## src/rtl/bdc_pkg.sv

```systemverilog
package bdc_pkg;

    // Widths of the two configuration registers.
    localparam int CFG_W_BITS    = 6;
    localparam int CFG_H_BITS    = 11;
    localparam int CFG_DATA_BITS = 11;

    // Reset values of the configuration registers.
    localparam int CFG_W_RESET = 10;
    localparam int CFG_H_RESET = 10;

    // Depth of the command queue between the front and back ends.
    localparam int QUEUE_DEPTH = 2;
    localparam int QUEUE_PW    = (QUEUE_DEPTH > 1) ? $clog2(QUEUE_DEPTH) : 1;
    localparam int QUEUE_CW    = $clog2(QUEUE_DEPTH + 1);

    // Configuration register indexes.
    typedef enum logic [0:0] {
        CFG_IMAGE_WIDTH  = 1'b0,
        CFG_IMAGE_HEIGHT = 1'b1
    } t_cfg_idx;

    // Back end sequencer states.
    typedef enum logic [0:0] {
        BACK_RUN   = 1'b0,
        BACK_FLUSH = 1'b1
    } t_back_state;

    // One classified pixel, as handed from the front end to the back end.
    typedef struct packed {
        logic px;        // input pixel
        logic emit;      // pixel produces a result for the row above
        logic up_en;     // row two above is inside the frame
        logic left_en;   // left neighbor is inside the row
        logic right_en;  // right neighbor is inside the row
        logic flush;     // last pixel of the frame
        logic flush_up;  // last row has a row above it
    } t_cmd;

endpackage

```

## src/rtl/bdc_front.sv

```systemverilog
module bdc_front #(
    parameter int MAX_WIDTH  = 32,
    parameter int MAX_HEIGHT = 1024,
    parameter int CW         = 5,
    parameter int RW         = 10
) (
    input  logic                              i_clk,
    input  logic                              i_rst_n,
    input  logic                              i_cfg_valid,
    input  bdc_pkg::t_cfg_idx                 i_cfg_index,
    input  logic [bdc_pkg::CFG_DATA_BITS-1:0] i_cfg_data,
    input  logic                              i_push,
    input  logic                              i_pixel_in,
    output bdc_pkg::t_cmd                     o_cmd,
    output logic [CW-1:0]                     o_wm1
);
    import bdc_pkg::*;

    localparam int HB = $clog2(MAX_HEIGHT + 1);
    localparam int HX = ((CFG_H_BITS > HB) ? CFG_H_BITS : HB) + 1;

    logic [CFG_W_BITS-1:0] r_image_width;
    logic [CFG_H_BITS-1:0] r_image_height;
    logic [CW-1:0]         r_col, n_col;
    logic [RW-1:0]         r_row, n_row;
    logic [CW-1:0]         wm1;
    logic [RW-1:0]         hm1;

    // Effective width and height, kept as last column and last row.
    always_comb begin
        if (r_image_width == '0) begin
            wm1 = '0;
        end else if ({1'b0, r_image_width} > (CFG_W_BITS + 1)'(MAX_WIDTH)) begin
            wm1 = CW'(MAX_WIDTH - 1);
        end else begin
            wm1 = CW'(r_image_width - 1'b1);
        end
        if (r_image_height == '0) begin
            hm1 = '0;
        end else if (HX'(r_image_height) > HX'(MAX_HEIGHT)) begin
            hm1 = RW'(MAX_HEIGHT - 1);
        end else begin
            hm1 = RW'(r_image_height - 1'b1);
        end
    end

    // Classify the incoming pixel from its position in the frame.
    always_comb begin
        o_cmd.px       = i_pixel_in;
        o_cmd.emit     = (r_row != '0);
        o_cmd.up_en    = (r_row > RW'(1));
        o_cmd.left_en  = (r_col != '0);
        o_cmd.right_en = (r_col != wm1);
        o_cmd.flush    = (r_col == wm1) && (r_row == hm1);
        o_cmd.flush_up = (r_row != '0);
    end

    assign o_wm1 = wm1;

    // Raster position of the next pixel.
    always_comb begin
        n_col = r_col;
        n_row = r_row;
        if (i_push) begin
            if (r_col == wm1) begin
                n_col = '0;
                n_row = (r_row == hm1) ? '0 : r_row + 1'b1;
            end else begin
                n_col = r_col + 1'b1;
            end
        end
    end

    // Configuration registers; a write restarts the frame.
    always_ff @(posedge i_clk) begin
        if (!i_rst_n) begin
            r_image_width  <= CFG_W_BITS'(CFG_W_RESET);
            r_image_height <= CFG_H_BITS'(CFG_H_RESET);
            r_col          <= '0;
            r_row          <= '0;
        end else if (i_cfg_valid) begin
            unique case (i_cfg_index)
                CFG_IMAGE_WIDTH: begin
                    r_image_width <= i_cfg_data[CFG_W_BITS-1:0];
                end
                CFG_IMAGE_HEIGHT: begin
                    r_image_height <= i_cfg_data[CFG_H_BITS-1:0];
                end
                default: begin
                    r_image_width <= r_image_width;
                end
            endcase
            r_col <= '0;
            r_row <= '0;
        end else begin
            r_col <= n_col;
            r_row <= n_row;
        end
    end

endmodule

```

## src/rtl/bdc_queue.sv

```systemverilog
module bdc_queue (
    input  logic          i_clk,
    input  logic          i_rst_n,
    input  logic          i_push,
    input  bdc_pkg::t_cmd i_cmd,
    input  logic          i_pop,
    output bdc_pkg::t_cmd o_cmd,
    output logic          o_empty,
    output logic          o_full
);
    import bdc_pkg::*;

    t_cmd                r_mem [QUEUE_DEPTH];
    logic [QUEUE_PW-1:0] r_wr;
    logic [QUEUE_PW-1:0] r_rd;
    logic [QUEUE_CW-1:0] r_count;

    assign o_cmd   = r_mem[r_rd];
    assign o_empty = (r_count == '0);
    assign o_full  = (r_count == QUEUE_CW'(QUEUE_DEPTH));

    // Entry storage.
    always_ff @(posedge i_clk) begin
        if (i_push) begin
            r_mem[r_wr] <= i_cmd;
        end
    end

    // Pointers and fill level.
    always_ff @(posedge i_clk) begin
        if (!i_rst_n) begin
            r_wr    <= '0;
            r_rd    <= '0;
            r_count <= '0;
        end else begin
            if (i_push) begin
                r_wr <= (r_wr == QUEUE_PW'(QUEUE_DEPTH - 1)) ? '0 : r_wr + 1'b1;
            end
            if (i_pop) begin
                r_rd <= (r_rd == QUEUE_PW'(QUEUE_DEPTH - 1)) ? '0 : r_rd + 1'b1;
            end
            if (i_push && !i_pop) begin
                r_count <= r_count + 1'b1;
            end else if (i_pop && !i_push) begin
                r_count <= r_count - 1'b1;
            end
        end
    end

endmodule

```

## src/rtl/bdc_back.sv

```systemverilog
module bdc_back #(
    parameter int MAX_WIDTH = 32,
    parameter int CW        = 5
) (
    input  logic          i_clk,
    input  logic          i_rst_n,
    input  logic [CW-1:0] i_wm1,
    input  bdc_pkg::t_cmd i_cmd,
    input  logic          i_empty,
    output logic          o_pop,
    input  logic          i_out_stall,
    output logic          o_out_valid,
    output logic          o_pixel_out,
    output logic          o_run_last,
    output logic          o_frame_done
);
    import bdc_pkg::*;

    t_back_state          r_state, n_state;
    logic [CW-1:0]        r_step, n_step;
    logic                 r_flush_up, n_flush_up;
    logic                 r_out_valid, n_out_valid;
    logic                 r_pixel, n_pixel;
    logic                 r_run_last, n_run_last;
    logic                 r_frame_done, n_frame_done;
    logic                 load;
    logic                 shift;
    logic                 shift_in;
    logic                 out_free;
    logic [MAX_WIDTH-1:0] r_line_a, n_line_a;
    logic [MAX_WIDTH-1:0] r_line_b, n_line_b;
    logic [MAX_WIDTH-1:0] a_up, b_up;
    logic                 r_left;

    assign out_free = !r_out_valid || !i_out_stall;

    // Sequencer: one queue entry per cycle unless the output stalls, then the last row on a flush.
    always_comb begin
        n_state      = r_state;
        n_step       = r_step;
        n_flush_up   = r_flush_up;
        n_pixel      = r_pixel;
        n_run_last   = r_run_last;
        n_frame_done = r_frame_done;
        load         = 1'b0;
        shift        = 1'b0;
        shift_in     = r_line_a[0];
        o_pop        = 1'b0;
        unique case (r_state)
            BACK_RUN: begin
                if (!i_empty && (!i_cmd.emit || out_free)) begin
                    o_pop    = 1'b1;
                    shift    = 1'b1;
                    shift_in = i_cmd.px;
                    if (i_cmd.emit) begin
                        load         = 1'b1;
                        n_pixel      = r_line_a[0] | i_cmd.px
                                     | (i_cmd.up_en & r_line_b[0])
                                     | (i_cmd.left_en & r_left)
                                     | (i_cmd.right_en & r_line_a[1]);
                        n_run_last   = !i_cmd.flush;
                        n_frame_done = 1'b0;
                    end
                    if (i_cmd.flush) begin
                        n_state    = BACK_FLUSH;
                        n_step     = '0;
                        n_flush_up = i_cmd.flush_up;
                    end
                end
            end
            BACK_FLUSH: begin
                if (out_free) begin
                    shift        = 1'b1;
                    load         = 1'b1;
                    n_pixel      = r_line_a[0]
                                 | (r_flush_up & r_line_b[0])
                                 | ((r_step != '0) & r_left)
                                 | ((r_step != i_wm1) & r_line_a[1]);
                    n_run_last   = (r_step == i_wm1);
                    n_frame_done = (r_step == i_wm1);
                    if (r_step == i_wm1) begin
                        n_state = BACK_RUN;
                    end else begin
                        n_step = r_step + 1'b1;
                    end
                end
            end
            default: begin
                n_state = BACK_RUN;
            end
        endcase
    end

    // Output register valid.
    always_comb begin
        if (load) begin
            n_out_valid = 1'b1;
        end else if (!i_out_stall) begin
            n_out_valid = 1'b0;
        end else begin
            n_out_valid = r_out_valid;
        end
    end

    // Line shift registers with their entry point at the last column.
    assign a_up = {1'b0, r_line_a[MAX_WIDTH-1:1]};
    assign b_up = {1'b0, r_line_b[MAX_WIDTH-1:1]};

    always_comb begin
        for (int k = 0; k < MAX_WIDTH; k++) begin
            if (CW'(k) == i_wm1) begin
                n_line_a[k] = shift_in;
                n_line_b[k] = r_line_a[0];
            end else begin
                n_line_a[k] = a_up[k];
                n_line_b[k] = b_up[k];
            end
        end
    end

    // Control state.
    always_ff @(posedge i_clk) begin
        if (!i_rst_n) begin
            r_state     <= BACK_RUN;
            r_step      <= '0;
            r_out_valid <= 1'b0;
        end else begin
            r_state     <= n_state;
            r_step      <= n_step;
            r_out_valid <= n_out_valid;
        end
    end

    // Line data and result payload.
    always_ff @(posedge i_clk) begin
        if (shift) begin
            r_line_a <= n_line_a;
            r_line_b <= n_line_b;
            r_left   <= r_line_a[0];
        end
        r_flush_up   <= n_flush_up;
        r_pixel      <= n_pixel;
        r_run_last   <= n_run_last;
        r_frame_done <= n_frame_done;
    end

    assign o_out_valid  = r_out_valid;
    assign o_pixel_out  = r_pixel;
    assign o_run_last   = r_run_last;
    assign o_frame_done = r_frame_done;

endmodule

```

## src/rtl/binary_dilate_cross3x3.sv

```systemverilog
// Binary dilation with a 3x3 cross over a raster-order pixel stream. Each
// result is the center pixel OR its up, down, left and right neighbors,
// with zero outside the frame; result (r-1, c) is formed when the back end
// takes input (r, c) from the queue, and the last input pixel of a frame
// also produces the whole last row, ending with run_last and frame_done
// set. The block takes one pixel per clock while its queue is not full:
// the front end counts columns and rows and classifies each beat, a
// two-entry queue decouples it from the back end, which holds two line
// shift registers and the output register. The last pixel of a frame
// keeps the back end busy emitting the last row, so input stalls there.
// Configuration writes restart the frame and must be made while idle.
module binary_dilate_cross3x3 #(
    parameter int MAX_WIDTH  = 32,
    parameter int MAX_HEIGHT = 1024
) (
    input  logic                              i_clk,
    input  logic                              i_rst_n,
    input  logic                              i_in_valid,
    output logic                              o_in_stall,
    input  logic                              i_pixel_in,
    output logic                              o_out_valid,
    input  logic                              i_out_stall,
    output logic                              o_pixel_out,
    output logic                              o_run_last,
    output logic                              o_frame_done,
    input  logic                              i_cfg_valid,
    output logic                              o_cfg_ready,
    input  bdc_pkg::t_cfg_idx                 i_cfg_index,
    input  logic [bdc_pkg::CFG_DATA_BITS-1:0] i_cfg_data
);
    import bdc_pkg::*;

    localparam int CW = $clog2(MAX_WIDTH);
    localparam int RW = (MAX_HEIGHT > 1) ? $clog2(MAX_HEIGHT) : 1;

    t_cmd          front_cmd;
    t_cmd          head_cmd;
    logic [CW-1:0] wm1;
    logic          push;
    logic          pop;
    logic          q_empty;
    logic          q_full;

    assign o_cfg_ready = 1'b1;
    assign o_in_stall  = q_full;
    assign push        = i_in_valid && !q_full;

    // Position tracking and classification.
    bdc_front #(
        .MAX_WIDTH  (MAX_WIDTH),
        .MAX_HEIGHT (MAX_HEIGHT),
        .CW         (CW),
        .RW         (RW)
    ) u_front (
        .i_clk       (i_clk),
        .i_rst_n     (i_rst_n),
        .i_cfg_valid (i_cfg_valid),
        .i_cfg_index (i_cfg_index),
        .i_cfg_data  (i_cfg_data),
        .i_push      (push),
        .i_pixel_in  (i_pixel_in),
        .o_cmd       (front_cmd),
        .o_wm1       (wm1)
    );

    // Decoupling queue.
    bdc_queue u_queue (
        .i_clk   (i_clk),
        .i_rst_n (i_rst_n),
        .i_push  (push),
        .i_cmd   (front_cmd),
        .i_pop   (pop),
        .o_cmd   (head_cmd),
        .o_empty (q_empty),
        .o_full  (q_full)
    );

    // Line buffers, window logic and result output.
    bdc_back #(
        .MAX_WIDTH (MAX_WIDTH),
        .CW        (CW)
    ) u_back (
        .i_clk        (i_clk),
        .i_rst_n      (i_rst_n),
        .i_wm1        (wm1),
        .i_cmd        (head_cmd),
        .i_empty      (q_empty),
        .o_pop        (pop),
        .i_out_stall  (i_out_stall),
        .o_out_valid  (o_out_valid),
        .o_pixel_out  (o_pixel_out),
        .o_run_last   (o_run_last),
        .o_frame_done (o_frame_done)
    );

endmodule
```

## config.mk

```make
export PLATFORM = sky130hd
export DESIGN_NAME = binary_dilate_cross3x3
export DESIGN_NICKNAME = d
export VERILOG_FILES = /design/src/rtl/bdc_pkg.sv /design/src/rtl/bdc_front.sv /design/src/rtl/bdc_queue.sv /design/src/rtl/bdc_back.sv /design/src/rtl/binary_dilate_cross3x3.sv
export SDC_FILE = /design/constraint.sdc
export NUM_CORES = 1
export LEC_CHECK = 0
export ABC_AREA = 1
export ABC_CLOCK_PERIOD_IN_PS = 4000
export BUFFER_PORTS_ARGS = -buffer_cell sky130_fd_sc_hd__buf_2
export CELL_PAD_IN_SITES_DETAIL_PLACEMENT = 1
export CELL_PAD_IN_SITES_GLOBAL_PLACEMENT = 1
export CORE_MARGIN = 2
export CORE_UTILIZATION = 27
export CTS_CLUSTER_DIAMETER = 30
export DETAILED_ROUTE_END_ITERATION = 8
export PLACE_DENSITY = 0.46
export SETUP_SLACK_MARGIN = 0.4
export SLEW_MARGIN = 20
export SYNTH_ARGS = -nofsm -noshare
export SYNTH_HDL_FRONTEND = slang
export SYNTH_SLANG_ARGS = --single-unit
export TNS_END_PERCENT = 20
```

## constraint.sdc

```tcl
create_clock -name i_clk -period 4 [get_ports i_clk]
set_input_delay 0.8 -clock i_clk [delete_from_list [all_inputs] [get_ports i_clk]]
set_output_delay 0.8 -clock i_clk [all_outputs]
set_load 0.05 [all_outputs]
```

==> metrics.yaml, run 1 <==
outcome:
  status: "finished, final reports clean"
final_layout:
  final_nets: 818
  diodes: 0
  syn_to_final_growth_pct: 16.9
  drive_above_1_share: 0.127
  seqCellArea_mm2: 0.00331
  multi_input_area_mm2: 0.00266
  fin_area_mm2: 0.00742
  num-fill-cells: 2735
die:
  coreArea_mm2: 0.0233
  fp.dieArea_mm2: 0.0247
  std_cell_rows: 56
  die_h_um: 157
  start_util: 0.273
  io_pins: 24
  die_w_um: 157
power:
  ir_drop_v: 0.000250
  seqPwrFrac: 0.436
  p_switching_mw: 1.76
  sw_frac_of_total: 0.344
  powerDensity_mw_per_mm2: 690
  p_int_mw: 3.36
  p_leak_nw: 3.04
  combPwrFrac: 0.263
  clkPwrFrac: 0.301
drt:
  via_per_inst: 4.56
  dr_wl_met3_um: 450
  first_iter_violations: 273
  routedWlPerCell_um: 15.1
  vias: 5102
  wl_met2_mm: 7.95
  top_layer_used: "met4"
  drt-met1-wl_mm: 8.28
  firstDrtPassIters: 4
  wl_mm: 16.9
  drc: 0
  ant_nets: 0
sta:
  skew_ns: 0.0117
  fin_crit_ns: 2.48
  fmax_mhz: 403
  setup-tns-final_ns: 0
  layout_setup_ws_ns: 1.52
  rsz0062_at_grt: "false"
  slew_headroom: 0.529
  slew_violations: 0
  worst_pin_slew_ns: 0.699
  setup_viol: 0
  finalHoldViolCount: 0
  post-route-period-util: 0.620
synth:
  ys.flop_type: "edfxtp_1"
  ys_top_cells_by_count: "216 x nand2_1, 90 x o21ai_0, 81 x edfxtp_1, 68 x inv_1, 67 x nor2_1"
  synth-seq-cells: 125
  synth_cell_types: 36
  synth.area.top_cells: "edfxtp_1 38%, dfxtp_1 14%, nand2_1 13%"
  synth.largest_area_cell: "edfxtp_1"
  ys_seq_area_frac: 0.522
  yosys_warnings: 0
  synth_most_common_cell: "nand2_1"
  synth.top_cell.area_share: 0.383
  syn_area_per_cell_um2: 8.37
  syn-instance-count: 758
  synth_edf_count: 81
  syn-num-nets: 788
  ys_async_sr_fraction: 0
  synth_area_mm2: 0.00634
placement:
  place_congestion: 0.754
  hpwl_mm: 12.6
  dp_slack_ns: 1.45
  io_buffers: 22
  placed_area_mm2: 0.00681
global_routing:
  grt_first_pass_wirelength_mm: 28.1
  grt_pass1_vias: 5349
  antenna_found_initial: 0
  grt_max_degree: 35
  grt_overflow: 0
  grtUsageTotal: 0.148
critical_path:
  critPathRequiredTime_ns: 4.15
  arrival_ns: 2.63
  worst_r2r_startpoint: "u_front.r_image_width[0]"
  r2r_cells: 11
  worstSetupEndpointType: "flop"
  crit_fanout: 19
  r2r_setup_slack_ns: 1.52
  path_class: "flop to flop"
  cp-start-kind: "flop"
  regToRegEndpoint: "u_back.r_line_b[7]"
cts:
  post_cts_buffers: 0
  clock_latency_ns: 0.42
  clockBufferDepth: 2
  htreeDepth: 4
  numCtsBuffers: 17
  clk_pin_slew_ns: 0.06
  cts.repair.resized: 0
  cts_tree: "done"
  cts_sinks: 125
  cts_hold_buf: 0
  clockRootBuffer: "clkbuf_16"
job:
  maxCapViolCount: 0
hold_path:
  holdCritStartpoint: "u_queue.r_rd"
  hp-class: "flop to flop"
  whs_path_depth: 2
-- layout by cell type, fill, tap and decap left out, drive strengths merged, types with 2 or more instances in the layout --
master	Yosys	final
o21a	2	2
nand4	12	12
inv	74	75
nand3	59	59
o211ai	4	4
buf	6	26
edfxtp	81	81
dfxtp	44	44
nor3	3	3
xnor2	3	3
o21ai	93	93
clkinv	1	9
nor2	81	81
xor2	12	12
a21oi	23	23
ha	12	12
a221oi	2	2
clkbuf	9	22
nand2	232	232
-- logic make-up (layout without fill, tap and decap cells) --
logic type                 count (synthesis)  in the layout  share of synthesized area
AOI/OAI and AO/OA                        127            127                      0.106
xor gates and xnor gates                  15             15                     0.0207
adders and majority gates                 12             12                     0.0237
buffers and inverters                     91            134                     0.0588
DFF                                      125            125                      0.522
other                                      1              1                   0.000591
and+or+nand+nor                          387            387                      0.268
-- per-stage QoR --
stage,power [mW],instances,hold slack (ns),utilization
finish,5.12,1120,0.488,0.319
global route,5.48,1120,0.515,0.319
CTS,5.21,1120,0.485,0.319
detailed placement,3.64,1088,0.477,0.293
global placement,3.59,1088,0.460,0.293
floorplan,3.17,758,0.447,-
-- critical path, stage by stage, from the launching register on --
cell and delay, ns:
dfxtp_1 0.30, inv_1 0.15, ha_1 0.24, inv_1 0.05
nor2_1 0.11, nand2_2 0.08, nand2_4 0.14, nand2_2 0.25
inv_1 0.46, nand2_1 0.25, nand2_1 0.10, o21ai_0 0.09
-- sequential cells by signal (all words and copies together) (netlist names), 2 cells and up, named ones only --
register and flops:
u_back.r_line_b 32, u_queue.r_mem 12, u_front.r_image_width 6, u_front.r_row 10, u_back.r_step 5, u_front.r_col 5, u_queue.r_count 2, u_back.r_line_a 32
u_front.r_image_height 11
-- how the worst max path moves through the flow --
| stage | startpoint | end | slack (ns) |
|---|---|---|---|
| after floorplan | i_out_stall | u_back.o_frame_done | 0.61 |
| after global placement | i_rst_n | u_front.r_col[2] | 1.48 |
| after detailed placement | i_rst_n | u_front.r_col[2] | 1.45 |
| after CTS | u_front.r_image_height[0] | u_queue.r_mem[1][1] | 1.50 |
| after global routing | u_front.r_image_height[0] | u_queue.r_mem[1][1] | 1.16 |
| final | u_front.r_image_width[0] | u_back.r_line_b[7] | 1.52 |
-- layer usage --
layer  vias to the layer above  global-route usage
met3                        16              0.0330
li1                       2575                   -
met2                        57               0.245
met5                         -                   0
met1                      2454               0.193
met4                         0              0.0455
-- power groups by stage --
stage | sequential, mW | clock (mW) | combinational [mW]
after global routing | 2.28 | 1.64 | 1.55
after CTS | 2.24 | 1.59 | 1.38
final | 2.23 | 1.54 | 1.35
after floorplan | 2.27 | 0 | 0.907
after detailed placement | 2.26 | 0 | 1.38
after global placement | 2.26 | 0 | 1.33
-- area by class of cell --
type	count	share of cell area
Clock buffer	22	0.0714
Clock inverter	10	0.0101
Inverter	76	0.0403
Multi-Input combinational cell	542	0.359
Sequential cell	125	0.447
Tap cell	319	0.0538
Timing Repair Buffer	26	0.0189
Note: power is estimated with default switching activity, not from simulation.
==> run 2: changes to the inputs <==
--- a/config.mk
+++ b/config.mk
@@ -5,8 +5,8 @@
 export SDC_FILE = /design/constraint.sdc
 export NUM_CORES = 1
 export LEC_CHECK = 0
-export ABC_AREA = 1
-export ABC_CLOCK_PERIOD_IN_PS = 4000
+export ABC_AREA = 0
+export ABC_CLOCK_PERIOD_IN_PS = 2330
 export BUFFER_PORTS_ARGS = -buffer_cell sky130_fd_sc_hd__buf_2
 export CELL_PAD_IN_SITES_DETAIL_PLACEMENT = 1
 export CELL_PAD_IN_SITES_GLOBAL_PLACEMENT = 1
@@ -14,7 +14,7 @@
 export CORE_UTILIZATION = 27
 export CTS_CLUSTER_DIAMETER = 30
 export DETAILED_ROUTE_END_ITERATION = 8
-export PLACE_DENSITY = 0.46
+export PLACE_DENSITY = 0.44
 export SETUP_SLACK_MARGIN = 0.4
 export SLEW_MARGIN = 20
 export SYNTH_ARGS = -nofsm -noshare
==> constraint.sdc (replaced) <==
create_clock -name i_clk -period 2.33 [get_ports i_clk]
set_input_delay 0.466 -clock i_clk [delete_from_list [all_inputs] [get_ports i_clk]]
set_output_delay 0.466 -clock i_clk [all_outputs]
set_load 0.05 [all_outputs]
==> metrics.yaml, run 2 <==
final_layout:
  fin_cells: 1091  # -2.6%
  seqCellArea_mm2: 0.00332  # +0.34%
  top_regs: "u_back.r_line_a: 32 flops, u_back.r_line_b: 32 flops, u_queue.r_mem: 12 flops"
  layout_common_cells: "91 x buf_4, 81 x edfxtp_1, 50 x nand2_1"
  num-fill-cells: 2663  # -2.6%
  diodes: 0  # unchanged
  syn_to_final_growth_pct: 43.9
  mostFrequentLayoutCell: "buf_4"
  fin_util: 0.395  # +0.0764
  drive_above_1_share: 0.451  # +0.324
  final_nets: 784  # -4.2%
  multi_input_area_mm2: 0.00389  # +46%
drt:
  wl_mm: 19.8  # +17%
  ant_nets: 0  # unchanged
  drc: 0  # unchanged
  firstDrtPassIters: 4  # unchanged
  routedWlPerCell_um: 18.1  # +20%
  vias: 5317  # +4.2%
  via_per_inst: 4.87  # +7.0%
  first_iter_violations: 261  # -4.4%
sta:
  fin_crit_ns: 2.83  # +0.349 ns
  post-route-period-util: 1.21  # +0.594
  worst_pin_slew_ns: 0.801  # +0.103 ns
  layout_setup_ws_ns: -0.497  # -2.02 ns
  fmax_mhz: 354  # -12%
  slew_headroom: 0.461  # -0.0683
  rsz0062_at_grt: "true"
  skew_ns: 0.0126  # +0.000951 ns
  finalHoldViolCount: 0  # unchanged
  setup-tns-final_ns: -20.59  # -20.59 ns
  setup_viol: 88  # +88
  slew_violations: 0  # unchanged
synth:
  syn-instance-count: 621  # -18%
  syn-num-nets: 651  # -17%
  synth.area.top_cells: "edfxtp_1 37%, dfxtp_1 13%, mux2_2 10%"
  synth_xor_area_frac: 0.0323  # +0.0116
  yosys_warnings: 0  # unchanged
  ys_top_cells_by_count: "81 x edfxtp_1, 62 x mux2_2, 58 x nand2_1, 44 x dfxtp_1, 37 x nor2_1"
  ys.flop_type: "edfxtp_1"
  synth.largest_area_cell: "edfxtp_1"
  synth_most_common_cell: "edfxtp_1"
  ys_async_sr_fraction: 0  # unchanged
  synth_area_mm2: 0.00666  # +5.0%
  syn_area_per_cell_um2: 10.7  # +28%
  ys_seq_area_frac: 0.497  # -0.0247
  synth.top_cell.area_share: 0.365  # -0.0181
  synth_compound_area_frac: 0.103  # -0.00294
  synth_edf_count: 81  # unchanged
  synth_top_family_by_area: "simple AND/OR/NAND/NOR gates"
  synth_cell_types: 73  # +100%
  synth-seq-cells: 125  # unchanged
  synth-simple-area-share: 0.192  # -0.0766
  synthAdderAreaFrac: 0.0255  # +0.00189
  synthMuxAreaShare: 0.114  # +0.114
critical_path:
  cp_cell_sequence: "or4_4 -> o21a_1 -> or4_1 -> a222oi_1 -> o2111ai_2 -> or2_1 -> a22o_1"
  path_class: "flop to flop"
  regToRegEndpoint: "u_front.r_row[1]"
  startpoint: "u_front.r_image_height[5]"
  path_delay_family: "simple AND/OR/NAND/NOR gates"
  critPathRequiredTime_ns: 2.64  # -1.51 ns
  r2r_setup_slack_ns: -0.50  # -2.02 ns
  crit_path_max_incr_delay_ns: 0.55  # +0.09 ns
  crit_fanout: 3  # -16
  crit_path_end: "u_front.r_row[1]"
  arrival_ns: 3.14  # +0.51 ns
  r2r_cells: 7  # -4
  worst_r2r_startpoint: "u_front.r_image_height[5]"
  cp-start-kind: "flop"
  worstSetupEndpointType: "flop"
  cp_slowest_cell: "or4_4"
  path_buf_inv: 0  # -3
  cp.depth: 7  # -4
cts:
  clockBufferDepth: 2  # unchanged
  clk_pin_slew_ns: 0.06  # about the same
  cts_hold_buf: 0  # unchanged
  clockRootBuffer: "clkbuf_16"
  clock_latency_ns: 0.42  # about the same
  cts_tree: "done"
  numCtsBuffers: 17  # unchanged
  htreeDepth: 4  # unchanged
  cts_sinks: 125  # unchanged
placement:
  place_congestion: 0.785  # +4.1%
  hpwl_mm: 13.7  # +8.8%
  place_inst: 1030  # -5.3%
  io_buffers: 22  # unchanged
  dp_slack_ns: -0.605  # -2.05 ns
global_routing:
  grt_overflow: 0  # unchanged
  grt_pass1_vias: 5753  # +7.6%
  antenna_found_initial: 0  # unchanged
  grt_first_pass_wirelength_mm: 32.2  # +14%
  grtUsageTotal: 0.158  # +0.0100
  grt_max_degree: 35  # unchanged
power:
  sw_frac_of_total: 0.314  # -0.0300
  combPwrFrac: 0.313  # +0.050
  powerDensity_mw_per_mm2: 1020  # +48%
  power.total_mw: 9.76  # +91%
  p_switching_mw: 3.07  # +74%
  ir_drop_v: 0.000379  # +52%
  seqPwrFrac: 0.388  # -0.048
  p_int_mw: 6.70  # +99%
  clkPwrFrac: 0.299  # -0.002
  p_leak_nw: 3.61  # +19%
die:
  die_w_um: 161  # +2.4%
  std_cell_rows: 57  # +1.8%
  fp.dieArea_mm2: 0.0259  # +4.8%
  coreArea_mm2: 0.0242  # +4.2%
  io_pins: 24  # unchanged
  start_util: 0.275  # +0.00191
  die_h_um: 161  # +2.4%
outcome:
  status: "finished with violations"
  violations: "negative setup slack"
hold_path:
  hp-class: "input pin to flop"
job:
  maxCapViolCount: 0  # unchanged
==> run 2: changes by cell type after synthesis, sizes merged, moves of 13 or more <==
cell / previous run / this run
nor3: 3 / 35
a21boi: 1 / 14
mux2: 0 / 62
clkbuf: 9 / 27
nor4: 0 / 13
nand3: 59 / 12
nand2: 232 / 58
nor2: 81 / 37
o21ai: 93 / 12
inv: 74 / 25
==> run 2: cell families (layout without fill, tap and decap cells) <==
group / count (synthesis) / after routing
DFF: 125 / 125
adders and majority gates: 14 / 14
xor gates and xnor gates: 23 / 23
other: 1 / 1
muxes: 68 / 68
buffers and inverters: 59 / 204
AOI/OAI and AO/OA: 93 / 93
and+or+nand+nor: 238 / 239
==> run 2: power by group through the flow <==
stage,Sequential [mW],Clock (mW),Combinational [mW]
after floorplan,3.79,0,1.58
after global placement,3.78,0,2.53
after detailed placement,3.81,0,2.61
after CTS,3.79,3.00,2.88
after global routing,3.89,3.10,3.33
final,3.79,2.92,3.05
==> run 2: layout make-up <==
class / instances / share of cell area
clock buffer: 17 / 0.0444
multi-input combinational: 438 / 0.406
timing repair buffer: 146 / 0.128
inverter: 26 / 0.0108
sequential: 125 / 0.347
clock inverter: 15 / 0.0219
tap: 324 / 0.0423
==> run 2: what timing repair did <==
item / CTS / global route
buffers inserted: 15 / 12
gates resized for setup: 110 / 76
setup endpoints to repair: 158 / 159
cloned: 1 / 1
pin swaps: 34 / 38
==> run 2: worst min path at each step <==
stage                                  start                  end  slack [ns]  cells after the start
after CTS                         i_pixel_in  u_queue.r_mem[1][6]        0.23                      1
after global placement    u_queue.r_count[1]   u_queue.r_count[1]        0.49                      2
final                             i_pixel_in  u_queue.r_mem[1][6]        0.25                      1
after floorplan           u_back.r_line_a[0]        u_back.r_left        0.42                      0
after global routing              i_pixel_in  u_queue.r_mem[1][6]        0.25                      1
after detailed placement  u_back.r_line_b[8]   u_back.r_line_b[7]        0.52                      2
==> run 2: metrics by stage <==
step | cell area [um2] | hold WS, ns
floorplan | 6810 | 0.424
global placement | 7940 | 0.493
detailed placement | 7940 | 0.521
CTS | 9140 | 0.235
global route | 9580 | 0.246
finish | 9580 | 0.254
==> run 2: layer usage <==
metal | share of wire | GRT usage | routed length (um) | vias to the layer above
li1 | - | - | - | 2591
met1 | 0.50 | 0.229 | 9940 | 2656
met2 | 0.46 | 0.244 | 9170 | 58
met3 | 0.026 | 0.0275 | 510 | 12
met4 | 0.0082 | 0.0418 | 162 | 0
met5 | 0 | 0 | 0 | -
==> run 2: worst reg2reg max path, cell delays in order (launching register included) <==
cell       delay, ns
dfxtp_1         0.31
or4_4           0.55
o21a_1          0.20
or4_1           0.48
a222oi_1        0.40
o2111ai_2       0.26
or2_1           0.31
a22o_1          0.22
==> run 3: changes to the inputs <==
--- a/config.mk
+++ b/config.mk
@@ -5,7 +5,7 @@
 export SDC_FILE = /design/constraint.sdc
 export NUM_CORES = 1
 export LEC_CHECK = 0
-export ABC_AREA = 0
+export ABC_AREA = 1
 export ABC_CLOCK_PERIOD_IN_PS = 2330
 export BUFFER_PORTS_ARGS = -buffer_cell sky130_fd_sc_hd__buf_2
 export CELL_PAD_IN_SITES_DETAIL_PLACEMENT = 1
@@ -14,7 +14,7 @@
 export CORE_UTILIZATION = 27
 export CTS_CLUSTER_DIAMETER = 30
 export DETAILED_ROUTE_END_ITERATION = 8
-export PLACE_DENSITY = 0.44
+export PLACE_DENSITY = 0.46
 export SETUP_SLACK_MARGIN = 0.4
 export SLEW_MARGIN = 20
 export SYNTH_ARGS = -nofsm -noshare
==> metrics.yaml, run 3 (same netlist as run 1, synthesis figures left out) <==
final_layout:
  syn_to_final_growth_pct: 34.9
  num-fill-cells: 2711  # +1.8%
  layout_common_cells: "177 x nand2_1, 81 x edfxtp_1, 70 x o21ai_0"
  diodes: 0  # unchanged
  top_regs: "u_back.r_line_a: 32 flops, u_back.r_line_b: 32 flops, u_queue.r_mem: 12 flops"
  final_nets: 865  # +10%
  mostFrequentLayoutCell: "nand2_1"
  fin_cells: 1167  # +7.0%
  drive_above_1_share: 0.287  # -0.165
cts:
  clockRootBuffer: "clkbuf_16"
  clock_latency_ns: 0.43  # about the same
  clockBufferDepth: 2  # unchanged
  clk_pin_slew_ns: 0.06  # about the same
  numCtsBuffers: 17  # unchanged
  htreeDepth: 4  # unchanged
  cts_tree: "done"
  cts_sinks: 125  # unchanged
  cts_hold_buf: 0  # unchanged
sta:
  finalHoldViolCount: 0  # unchanged
  setup_viol: 0  # -100%
  fmax_mhz: 478  # +35%
  skew_ns: 0.0164  # +0.00380 ns
  layout_setup_ws_ns: 0.239  # +0.737 ns
  slew_headroom: 0.445  # -0.0158
  fin_crit_ns: 2.09  # -0.737 ns
  post-route-period-util: 0.897  # -0.316
  slew_violations: 0  # unchanged
  worst_pin_slew_ns: 0.829  # +0.0280 ns
  rsz0062_at_grt: "true"
die:
  std_cell_rows: 56  # -1.8%
  die_w_um: 157  # -2.3%
  io_pins: 24  # unchanged
  die_h_um: 157  # -2.3%
  start_util: 0.273  # -0.00191
  fp.dieArea_mm2: 0.0247  # -4.6%
  coreArea_mm2: 0.0233  # -4.1%
power:
  combPwrFrac: 0.331  # +0.018
  ir_drop_v: 0.000451  # +19%
  sw_frac_of_total: 0.344  # +0.0298
  p_int_mw: 6.51  # -2.8%
  p_switching_mw: 3.41  # +11%
  clkPwrFrac: 0.279  # -0.020
  seqPwrFrac: 0.389  # about the same
  p_leak_nw: 3.38  # -6.4%
  powerDensity_mw_per_mm2: 1160  # +14%
global_routing:
  met2_usage: 0.270  # +0.0255
  grtUsageTotal: 0.158  # -0.000520
  grt_use_met3: 0.0328  # +0.00529
  top_usage_layer: "met2"
  grt_overflow: 0  # unchanged
  grt_max_degree: 33  # -5.7%
  antenna_found_initial: 0  # unchanged
  grt_first_pass_wirelength_mm: 29.8  # -7.3%
  grt_pass1_vias: 5732  # -0.37%
  met1_usage: 0.196  # -0.0323
placement:
  hpwl_mm: 12.8  # -6.7%
  place_inst: 1106  # +7.4%
  place_congestion: 0.766  # -2.4%
  io_buffers: 22  # unchanged
  dp_slack_ns: -0.0855  # +0.520 ns
outcome:
  status: "finished, final reports clean"
critical_path:
  path_class: "flop to flop"
  arrival_ns: 2.40  # -0.74 ns
  critPathRequiredTime_ns: 2.64  # about the same
  worstSetupEndpointType: "flop"
  r2r_setup_slack_ns: 0.24  # +0.74 ns
  crit_fanout: 7  # +4
  cp-start-kind: "flop"
job:
  maxCapViolCount: 0  # unchanged
hold_path:
  hp-class: "input pin to flop"
drt:
  wl_mm: 18.4  # -7.1%
  routedWlPerCell_um: 15.7  # -13%
  firstDrtPassIters: 4  # unchanged
  via_per_inst: 4.59  # -5.7%
  vias: 5362  # +0.85%
  drc: 0  # unchanged
  first_iter_violations: 221  # -15%
  ant_nets: 0  # unchanged
-- run 3: cell types whose count changed in the layout (fill, tap and decap cells not counted), sizes merged, moves of 10 or more --
cell and change:
or2 -10, a21boi -13, mux2 -62, nor4 -13, xnor2 -11, nor3 -32, clkbuf +11, nor2 +44
or4 -10, inv +45, nand3 +48, buf -75, nand2 +175, o21ai +81
-- run 3: critical path, stage by stage, from the launching register on --
cell,delay [ns]
dfxtp_2,0.32
inv_4,0.08
ha_4,0.15
inv_2,0.04
nor2_2,0.08
nand2_2,0.11
nand2_4,0.16
nand3_4,0.14
nand3_2,0.11
nand2_2,0.08
nor2_4,0.14
nand3_4,0.17
nor2_4,0.16
xor2_1,0.19
nor2_2,0.06
-- run 3: final timing paths --
check | from | end | depth (start not counted)
min reg2reg | u_queue.r_rd | flop | 2
max reg2reg | u_front.r_image_width[0] | u_front.r_row[3] | 14
min | i_pixel_in | u_queue.r_mem[0][6] | 1
max | u_front.r_image_width[0] | u_front.r_row[3] | 14
-- run 3: what timing repair did --
action                     4_1_cts  5_1_grt
cloned                           3        0
setup buffers                   13       13
resized for setup               86      102
setup endpoints to repair      145      144
pin swaps                       29       33
-- run 3: layout make-up --
cell class	instances	area, um2	share of cell area
Clock buffer	28	538	0.0628
Clock inverter	4	73.8	0.00862
Inverter	76	329	0.0384
Multi-Input combinational cell	544	3290	0.385
Sequential cell	125	3320	0.388
Tap cell	319	399	0.0466
Timing Repair Buffer	71	604	0.0706
-- run 3: through the flow --
step / cell area [um2] / power, mW / utilization / setup TNS [ns] / hold WS (ns)
2_1_floorplan: 6360 / 5.44 / - / 0 / 0.447
3_3_place_gp: 7010 / 6.46 / 0.301 / -0.181 / 0.461
3_5_place_dp: 7010 / 6.55 / 0.301 / -0.764 / 0.475
4_1_cts: 8080 / 9.84 / 0.347 / 0 / 0.228
5_1_grt: 8560 / 10.5 / 0.368 / 0 / 0.250
6_report: 8560 / 9.92 / 0.368 / 0 / 0.249
-- run 3: power by group through the flow --
stage	Sequential (mW)	Combinational [mW]	Clock, mW
2_1_floorplan	3.84	1.60	0
3_3_place_gp	3.86	2.60	0
3_5_place_dp	3.87	2.68	0
4_1_cts	3.85	3.11	2.88
5_1_grt	3.94	3.64	2.96
6_report	3.86	3.29	2.77
-- run 3: per-layer routing --
layer / part of all wire / vias to the layer above / routed length, um
li1: - / 2688 / -
met1: 0.47 / 2608 / 8660
met2: 0.49 / 42 / 9040
met3: 0.019 / 24 / 349
met4: 0.018 / 0 / 323
met5: 0 / - / 0
